`config.mk`:
```
export PLATFORM = sky130hd
export DESIGN_NAME = graph_code_edge_decoder
export DESIGN_NICKNAME = d
export VERILOG_FILES = /design/src/rtl/gced_pkg.sv /design/src/rtl/graph_code_edge_decoder.sv
export SDC_FILE = /design/constraint.sdc
export NUM_CORES = 1
export LEC_CHECK = 0
export ABC_CLOCK_PERIOD_IN_PS = 13400
export BUFFER_PORTS_ARGS = -buffer_cell sky130_fd_sc_hd__buf_2
export CORE_MARGIN = 5
export CORE_UTILIZATION = 54
export CTS_BUF_LIST = sky130_fd_sc_hd__clkbuf_8
export DETAILED_ROUTE_END_ITERATION = 10
export PLACE_DENSITY = 0.82
export RECOVER_POWER = 50
export SLEW_MARGIN = 15
export SYNTH_ARGS = -nofsm -noshare
export SYNTH_HDL_FRONTEND = slang
export SYNTH_SLANG_ARGS = --single-unit
```
`constraint.sdc`:
```
create_clock -name clk -period 13.4 [get_ports clk]
set_clock_uncertainty 0.15 [all_clocks]
set_input_delay 4.02 -clock clk [delete_from_list [all_inputs] [get_ports clk]]
set_output_delay 4.02 -clock clk [all_outputs]
set_load 0.01 [all_outputs]
```
`src/rtl/gced_pkg.sv`:
```
// Shared types and constants for the graph code edge decoder.
package gced_pkg;

  localparam int unsigned LABEL_W = 8;

  // Colour value carried on edges when colored mode is off.
  localparam logic [LABEL_W-1:0] COLOR_NONE = '0;

  // Label that ends the leading run of ignored labels.
  localparam logic [LABEL_W-1:0] LABEL_ZERO = '0;

  typedef struct packed {
    logic [LABEL_W-1:0] source;
    logic [LABEL_W-1:0] target;
    logic [LABEL_W-1:0] color;
  } edge_t;

endpackage

```
`src/rtl/graph_code_edge_decoder.sv`:
```
// Top level of the graph code edge decoder: label decode, seen map and result queue.
//
// The decoder takes a stream of node labels, one code after another, each code
// fed last element first. The input channel (in_valid/in_ready) carries one
// label per transaction together with code_start, which marks the first label
// of a code and clears all decode state before that label is used. The output
// channel (out_valid/out_ready) carries one directed edge per transaction.
// A label gives at most one edge; most labels give none.
//
// Every label is decoded in the cycle it is accepted, against a flip-flop seen
// map, so one label can be taken in every clock cycle while in_ready is high.
// The edge that a label completes is registered into the result queue when that label is accepted.
// Results pass through a two-entry register queue: the output register and a
// skid register. While the receiver stalls, the block keeps accepting labels
// until both entries hold edges; in_ready then drops until one is taken.
//
// Reset (rst, synchronous) empties the queue, clears the seen map and the
// decode state, and clears colored_mode. The mode register is written through
// cfg_wr_en/cfg_wr_data and should only change while the block is idle.
module graph_code_edge_decoder import gced_pkg::*; #(
  parameter int unsigned LABEL_COUNT = 256
) (
  input  logic               clk,
  input  logic               rst,
  input  logic               cfg_wr_en,
  input  logic               cfg_wr_data,
  input  logic               in_valid,
  output logic               in_ready,
  input  logic [LABEL_W-1:0] node_label,
  input  logic               code_start,
  output logic               out_valid,
  input  logic               out_ready,
  output logic [LABEL_W-1:0] edge_source,
  output logic [LABEL_W-1:0] edge_target,
  output logic [LABEL_W-1:0] edge_color
);

  localparam int unsigned IDX_W      = (LABEL_COUNT > 1) ? $clog2(LABEL_COUNT) : 1;
  localparam int unsigned LABEL_VALS = 2 ** LABEL_W;

  // Configuration.
  logic colored_mode;

  // Decode state.
  logic [LABEL_COUNT-1:0] seen_map;
  logic [LABEL_COUNT-1:0] seen_map_next;
  logic [LABEL_W-1:0]     current_node;
  logic [LABEL_W-1:0]     current_node_next;
  logic                   current_valid;
  logic                   current_valid_next;
  logic                   before_start;
  logic                   before_start_next;
  logic                   awaiting_color;
  logic                   awaiting_color_next;
  logic [LABEL_W-1:0]     pending_target;
  logic [LABEL_W-1:0]     pending_target_next;

  // Result queue: output register and skid register.
  edge_t out_edge;
  edge_t skid_edge;
  logic  skid_valid;

  logic  accept;
  logic  pop;
  logic  has_result;
  edge_t new_edge;

  // Map of every label onto its seen map slot. The slot is the label modulo
  // the map size, worked out per entry at elaboration.
  logic [IDX_W-1:0] slot_table [LABEL_VALS];
  logic [IDX_W-1:0] slot;

  for (genvar g = 0; g < LABEL_VALS; g++) begin : g_slot
    assign slot_table[g] = IDX_W'(g % LABEL_COUNT);
  end

  assign slot = slot_table[node_label];

  assign in_ready = !skid_valid;
  assign accept   = in_valid && in_ready;
  assign pop      = out_valid && out_ready;

  assign edge_source = out_edge.source;
  assign edge_target = out_edge.target;
  assign edge_color  = out_edge.color;

  // Label decode. A code start first replaces the stored state by its reset
  // values, and the label is then decoded against that cleared state.
  always_comb begin
    logic               seen_bit;
    logic [LABEL_W-1:0] cur_node_e;
    logic               cur_valid_e;
    logic               before_e;
    logic               await_e;
    logic [LABEL_W-1:0] pend_e;

    seen_map_next = code_start ? '0 : seen_map;
    seen_bit      = code_start ? 1'b0 : seen_map[slot];
    cur_node_e    = code_start ? LABEL_ZERO : current_node;
    cur_valid_e   = code_start ? 1'b0 : current_valid;
    before_e      = code_start ? 1'b1 : before_start;
    await_e       = code_start ? 1'b0 : awaiting_color;
    pend_e        = code_start ? LABEL_ZERO : pending_target;

    current_node_next   = cur_node_e;
    current_valid_next  = cur_valid_e;
    before_start_next   = before_e;
    awaiting_color_next = await_e;
    pending_target_next = pend_e;

    has_result      = 1'b0;
    new_edge.source = cur_node_e;
    new_edge.target = node_label;
    new_edge.color  = COLOR_NONE;

    if (before_e && node_label != LABEL_ZERO) begin
      // Leading labels ahead of the first zero are dropped.
    end else begin
      before_start_next = 1'b0;
      if (await_e) begin
        // This label is the colour of the held edge.
        awaiting_color_next = 1'b0;
        has_result          = 1'b1;
        new_edge.target     = pend_e;
        new_edge.color      = node_label;
      end else if (!seen_bit) begin
        seen_map_next[slot] = 1'b1;
        current_node_next   = node_label;
        current_valid_next  = 1'b1;
      end else if (!cur_valid_e) begin
        // A repeat with no current node gives nothing.
      end else if (colored_mode) begin
        awaiting_color_next = 1'b1;
        pending_target_next = node_label;
      end else begin
        has_result = 1'b1;
      end
    end
  end

  always_ff @(posedge clk) begin
    if (rst) begin
      colored_mode <= 1'b0;
    end else if (cfg_wr_en) begin
      colored_mode <= cfg_wr_data;
    end
  end

  always_ff @(posedge clk) begin
    if (rst) begin
      seen_map       <= '0;
      current_node   <= LABEL_ZERO;
      current_valid  <= 1'b0;
      before_start   <= 1'b1;
      awaiting_color <= 1'b0;
      pending_target <= LABEL_ZERO;
    end else if (accept) begin
      seen_map       <= seen_map_next;
      current_node   <= current_node_next;
      current_valid  <= current_valid_next;
      before_start   <= before_start_next;
      awaiting_color <= awaiting_color_next;
      pending_target <= pending_target_next;
    end
  end

  // A new edge can only arrive while the skid register is empty, so the queue
  // never has to take an edge and shift its contents in the same cycle.
  always_ff @(posedge clk) begin
    if (rst) begin
      out_valid  <= 1'b0;
      skid_valid <= 1'b0;
    end else if (pop) begin
      if (skid_valid) begin
        out_edge   <= skid_edge;
        skid_valid <= 1'b0;
      end else if (accept && has_result) begin
        out_edge <= new_edge;
      end else begin
        out_valid <= 1'b0;
      end
    end else if (accept && has_result) begin
      if (!out_valid) begin
        out_edge  <= new_edge;
        out_valid <= 1'b1;
      end else begin
        skid_edge  <= new_edge;
        skid_valid <= 1'b1;
      end
    end
  end

  // The skid register only fills behind a waiting output register.
  a_skid_behind_out: assert property (@(posedge clk) disable iff (rst)
    skid_valid |-> out_valid)
    else $error("skid register holds an edge while the output register is empty");

  // A held edge always has a current node to come from.
  a_await_has_node: assert property (@(posedge clk) disable iff (rst)
    awaiting_color |-> (current_valid && !before_start))
    else $error("colour awaited without a current node");

  // A code that opens with a nonzero label stays in its leading run.
  a_start_nonzero: assert property (@(posedge clk) disable iff (rst)
    (accept && code_start && node_label != LABEL_ZERO) |=>
      (before_start && !current_valid && !awaiting_color))
    else $error("decode state not cleared by a code start");

  // A stalled edge is not dropped from the queue.
  a_stall_holds: assert property (@(posedge clk) disable iff (rst)
    (out_valid && !out_ready) |=> out_valid)
    else $error("edge lost while the receiver stalls");

  // A full queue takes no label.
  a_full_blocks: assert property (@(posedge clk) disable iff (rst)
    (skid_valid && !out_ready) |=> (skid_valid && !in_ready))
    else $error("queue drained or accepted a label while stalled");

endmodule

```
## Yosys cells after proc, flatten, opt, wreduce, memory -nomap -nowiden

Memory sizes are Yosys's and may differ from the RTL's.
Index checks and enable logic that the tools add are counted.

| storage, ports and cells | value |
|---|---|
| register bits after elaboration | 326 |
| latch bits | 0 |
| bits in writable memories | 0 |
| memory bits (read-only) | 2048 |
| input bits | 15 |
| logic and storage cells | 89 |
| memories kept | 1 |

Memories:

| memory | words | bits a word | read ports | clocked after memory_dff | wr ports | line | source |
|---|---|---|---|---|---|---|---|
| (name not given) | 256 | 8 | 1 | 0 | 0 | graph_code_edge_decoder.sv:77 | `assign slot = slot_table[node_label];` |

| cells by class | value |
|---|---|
| add/sub/neg operators | 0 |
| $mul | 0 |
| div/mod/pow operators | 0 |
| $lt $le $gt $ge | 3 |
| equal/unequal tests | 3 |
| shifts and indexed selects | 0 |
| mux-type cells | 49 |
| bitwise operators | 4 |
| reductions and logical operators | 14 |

Operators by type and width:

| cell | count |
|---|---|
| $mux 256 | 4 |
| $or 256x256->256 | 1 |
| $mux 24 | 5 |
| $mux 8 | 12 |
| $mux 16 | 2 |
| $mux 1 | 24 |
| $ge 9x9->1 const B | 1 |
| $lt 8x9->1 const B | 1 |
| $not 8->9 | 1 |
| $bmux 1 s8 | 1 |
| $demux 1 s8 | 1 |
| $ge 8x1->1 const B | 1 |
| $reduce_and 4->1 | 2 |
| $reduce_bool 8->1 | 1 |
| $logic_and 1x1->1 | 5 |
| $ne 2x2->1 const B | 2 |
| $reduce_bool 2->1 | 2 |
| $reduce_and 3->1 | 1 |
| $ne 2x1->1 const B | 1 |
| $not 1->1 | 2 |
| $reduce_and 2->1 | 1 |
| $reduce_or 2->1 | 1 |
| $logic_not 1->1 | 1 |

## Logic depth before layout (Yosys ltp)

| logic depth | value |
|---|---|
| depth in word-level cells | 14 |
| mapped depth | 15 |
| gate-level depth less buffers | 8 |

## Least setup slack after synthesis

OpenSTA, ideal clock, no wires.

| path | value |
|---|---|
| path type | input to register |
| start point | input node_label[0] |
| end point | register skid_edge[0] (netlist bit), enable pin |
| arrival | 6802 ps |
| data required time | 12868 ps |
| path slack | 6066 ps |
| stages | 12 |
| path buffers | 4 |
| cell sequence | buf_6 buf_6 and2b_1 clkbuf_1 a22o_1 a221oi_2 o22ai_1 o31a_1 a31o_2 buf_6 nor3b_1 o2111a_1 |

| on the way | value |
|---|---|
| longest elaborated chain between the ends | 12 |

Ends and longest elaborated chain:

| what | line | source |
|---|---|---|
| start, declared | graph_code_edge_decoder.sv:29 | `input logic [LABEL_W-1:0] node_label,` |
| $not 8->9 (implied by the code) | graph_code_edge_decoder.sv:77 |  |
| $mem_v2 256x8 | -- |  |
| $mux 8 (implied by the code) (2 in a row) | graph_code_edge_decoder.sv:77 |  |
| $bmux 1 s8 | graph_code_edge_decoder.sv:98 | `seen_bit = code_start ? 1'b0 : seen_map[slot];` |
| $mux 1 (implied by the code) | graph_code_edge_decoder.sv:98 |  |
| $mux 1 | graph_code_edge_decoder.sv:98 |  |
| $mux 1 | graph_code_edge_decoder.sv:126 | `end else if (!seen_bit) begin` |
| $mux 1 | graph_code_edge_decoder.sv:120 | `if (await_e) begin` |
| $mux 1 * | graph_code_edge_decoder.sv:116 | `if (before_e && node_label != LABEL_ZERO) begin` |
| $logic_and 1x1->1 * | graph_code_edge_decoder.sv:182 | `end else if (accept && has_result) begin` |
| $reduce_and 4->1 (no source line) * | -- |  |
| end signal, assigned | graph_code_edge_decoder.sv:187 | `skid_edge <= new_edge;` |
| end, declared | graph_code_edge_decoder.sv:60 | `edge_t skid_edge;` |

Mark *: on every way between the ends. The rest lies on a longest branch, timed or not. The select of a mux whose other input is x is not followed.
A chain may end at the register's enable or synchronous reset.

## Worst setup path in the final report

| path | value |
|---|---|
| start point | input node_label[1] |
| end point | register seen_map[177] |

| on the way | value |
|---|---|
| longest elaborated chain between the ends | 12 |

Ends and longest elaborated chain:

| what | line | source |
|---|---|---|
| $not 8->9 (implied by the code) | graph_code_edge_decoder.sv:77 |  |
| $mem_v2 256x8 | -- |  |
| $mux 8 (implied by the code) (2 in a row) | graph_code_edge_decoder.sv:77 |  |
| $lt 8x9->1 (implied by the code) or $ge 8x1->1 (tied branches) | graph_code_edge_decoder.sv:127 | `seen_map_next[slot] = 1'b1;` |
| $logic_and 1x1->1 (implied by the code) | graph_code_edge_decoder.sv:127 |  |
| $mux 1 (implied by the code) | graph_code_edge_decoder.sv:127 |  |
| $demux 1 s8 | graph_code_edge_decoder.sv:127 |  |
| $or 256x256->256 (no source line) | -- |  |
| $mux 256 | graph_code_edge_decoder.sv:126 |  |
| $mux 256 | graph_code_edge_decoder.sv:120 |  |
| $mux 256 * | graph_code_edge_decoder.sv:116 |  |
| end signal, assigned | graph_code_edge_decoder.sv:158 | `seen_map <= seen_map_next;` |
| end, declared | graph_code_edge_decoder.sv:45 | `logic [LABEL_COUNT-1:0] seen_map;` |

Marked as above.

==> impl_metrics.py <==
metrics = {
    "run_status": {
        "violations": "capacitance limit, slew limit",
        "outcome": "complete, but fails checks",
    },
    "clocking": {
        "clk_pin_slew_ps": 60,
        "cts_root_buf": "clkbuf_8",
        "ctsResizeCount": 0,
        "cts.sinks": 326,
        "cts_setup_buffers": 0,
        "clock_path_buffers": 3,
        "cts_tree": "yes",
        "clk_latency_ps": 580,
        "hold_buffers": 0,
        "cts-buffers-inserted": 50,
        "htreeDepth": 2,
    },
    "layout": {
        "fin_util_pct": 58.34,
        "fin_area_sq_um": 14610,
        "n_antenna_cell": 0,
        "num-fill-cells": 2128,
        "multi_input_area_sq_um": 5909,
        "fin_nets": 1418,
        "seq_area_sq_um": 7007,
        "drive_gt1_share_pct": 9.666,
        "syn2layout_area_growth_pct": 6.944,
    },
    "yosys": {
        "synth_area_per_cell_sq_um": 9.735,
        "postSynthCellCount": 1403,
        "async_reset_ff_share_pct": 0,
        "synth_seq_cells": 326,
        "synth_cell_type_count": 58,
        "synth_fp_nets": 1418,
        "ys_seq_area_share_pct": 51.30,
        "netlist_area_sq_um": 13660,
        "synth_edf_count": 48,
        "yosysWarnings": 0,
        "synth-main-ff-cell": "dfxtp_1",
    },
    "setup_path": {
        "worst_setup_path_start_kind": "input port",
        "critPathMaxFanout": 55,
        "slowest_stage": "clkbuf_1",
        "cpPeakStageDelay_ps": 2640,
        "critPathBufInv": 3,
        "critPathArrivalTime_ps": 10780,
        "crit_path_cell_trace": "buf_4, clkbuf_1, mux4_2, nand2_1, and3_1, a2111oi_0, a2111oi_2, a31o_2, nand3_1, clkbuf_1, o21ai_0",
        "r2r_cells": 9,
        "crit_required_ps": 13620,
        "cp_top_family": "buffers and inverters",
        "path_common_cell": "clkbuf_1",
        "endpoint_kind": "flop",
        "critical_path_class": "in -> reg",
        "crit_cells": 11,
    },
    "placement": {
        "place_congestion": 0.8409,
        "hpwlAfterDp_mm": 19.42,
        "dp_slack_ps": 4590,
        "placed_cell_area_sq_um": 13740,
        "io_buffers": 40,
    },
    "sta": {
        "fmax_ghz": 0.09472,
        "tightestPinTransition_ps": 3689,
        "fin_crit_ps": 10560,
        "tns_ps": 0,
        "fin_ws_ps": 2843,
        "maxSlewHeadroom_pct": -145.9,
        "finalHoldViolCount": 0,
        "hold_slack_ps": 294.9,
        "fin_crit_sh_pct": 78.79,
        "slew_violations": 221,
        "rsz0062_at_grt": "no",
        "setup_viol": 0,
    },
    "die": {
        "start_util_pct": 54.55,
        "fp.dieArea_sq_um": 28570,
        "num_io_pins": 41,
        "die_h_um": 169.0,
        "die_w_um": 169.0,
        "coreArea_sq_um": 25040,
        "rows": 58,
    },
    "routing": {
        "viasPerCell": 5.957,
        "drt_first_pass_iters": 6,
        "routedWlPerCell_um": 18.45,
        "route.antenna.remaining_nets": 0,
        "drt_iter0_drc": 1162,
        "wl_mm": 32.61,
        "vias": 10530,
        "drc": 0,
    },
    "power_and_ir_drop": {
        "peakVddDrop_v": 0.0001155,
        "leakage_nw": 5.191,
        "power_density_nw_per_um2": 126.9,
    },
    "job": {
        "max-cap-violations": 6,
    },
    "global_route": {
        "grt_pass1_wl_mm": 52.36,
        "grt_overflow": 0,
        "grt_pass1_vias": 10260,
        "grt_util_all_layers_pct": 22.44,
        "grt_max_degree": 265,
        "antenna_found_initial": 1,
    },
    "min_path": {
        "hold_class": "reg -> reg",
        "holdPathStages": 2,
    },
}
final timing paths:
check                startpoint            end  slack, ps
setup / recovery  node_label[1]  seen_map[177]       2840
hold / removal     seen_map[69]   seen_map[69]        290
setup reg to reg  seen_map[123]  seen_map[177]       9400
hold reg to reg    seen_map[69]   seen_map[69]        290
where the power goes:
group / internal (mW) / switching [mW]
Combinational: 0.0235 / 0.0701
Sequential: 0.991 / 0.000500
Clock: 0.402 / 0.367
Total: 1.42 / 0.438
cell type report:
class / count / share of cell area (%)
Clock buffer: 60 / 5.654
Clock inverter: 27 / 0.7367
Inverter: 18 / 0.4626
Multi-Input combinational cell: 950 / 40.46
Sequential cell: 326 / 47.97
Tap cell: 330 / 2.827
Timing Repair Buffer: 57 / 1.893
cells in the mapped netlist, drive strengths merged (3+ instances only):
master | instances | area, sq um
nand4 | 4 | 25.02
dlygate4sd1 | 3 | 26.28
a31oi | 6 | 37.54
a221oi | 4 | 47.55
a22oi | 10 | 75.07
edfxtp | 48 | 1441
o21ai | 202 | 1011
or3 | 4 | 25.02
a2111oi | 3 | 32.53
buf | 30 | 315.3
nor2 | 56 | 212.7
dfxtp | 278 | 5565
o22ai | 4 | 25.02
nand2 | 390 | 1464
nor2b | 8 | 50.05
nand3 | 9 | 45.04
mux2i | 55 | 550.5
and2 | 6 | 37.54
mux4 | 48 | 1137
clkbuf | 74 | 327.8
nand2b | 3 | 18.77
o31ai | 64 | 485.5
nor3 | 13 | 65.06
mux2 | 16 | 180.2
a22o | 3 | 26.28
inv | 17 | 63.81
o32ai | 7 | 61.31
a21oi | 6 | 30.03
nor4 | 5 | 31.28
a211oi | 4 | 30.03
cell families (layout without fill, tap and decap cells):
logic type,Yosys count,after routing,synth area share (%)
flops,326,326,51.30
compound gates,326,326,14.62
simple gates,505,505,14.86
buf+inv,127,162,5.542
mux,119,119,13.68
tightest hold or removal path, cell delays in order (launching register included):
cell and delay, ps:
dfxtp_1 320, nand2_1 40, o21ai_0 50
per-layer routing:
| layer | up-vias | track usage (%) | part of all wire [%] |
|---|---|---|---|
| met5 | - | 0 | 0.040 |
| met4 | 2 | 8.995 | 3.1 |
| met3 | 88 | 4.367 | 8.6 |
| met2 | 455 | 37.17 | 47 |
| met1 | 5036 | 29.12 | 41 |
| li1 | 4951 | - | - |
placed cells by master, fill, tap and decap left out, drive strengths merged, types with 10 or more instances in the layout:
master / count
o31ai: 64
mux2: 16
dfxtp: 278
o21ai: 202
inv: 39
edfxtp: 48
buf: 20
nor2: 56
mux2i: 55
clkbuf: 97
a22oi: 10
nand2: 390
mux4: 48
nor3: 13
sequential cells by signal, indices dropped and copies added (netlist names), 8 cells and up:
register,count
seen_map,256
skid_edge,24
current_node,8
edge_color,8
edge_source,8
edge_target,8
pending_target,8
stage by stage:
stage	power, mW	cells
after floorplan	1.085	1403
final	1.854	1768
after detailed placement	1.104	1681
after global routing	1.917	1768
after CTS	1.864	1768
after global placement	1.103	1681
Note: power is estimated with default switching activity, not from simulation.
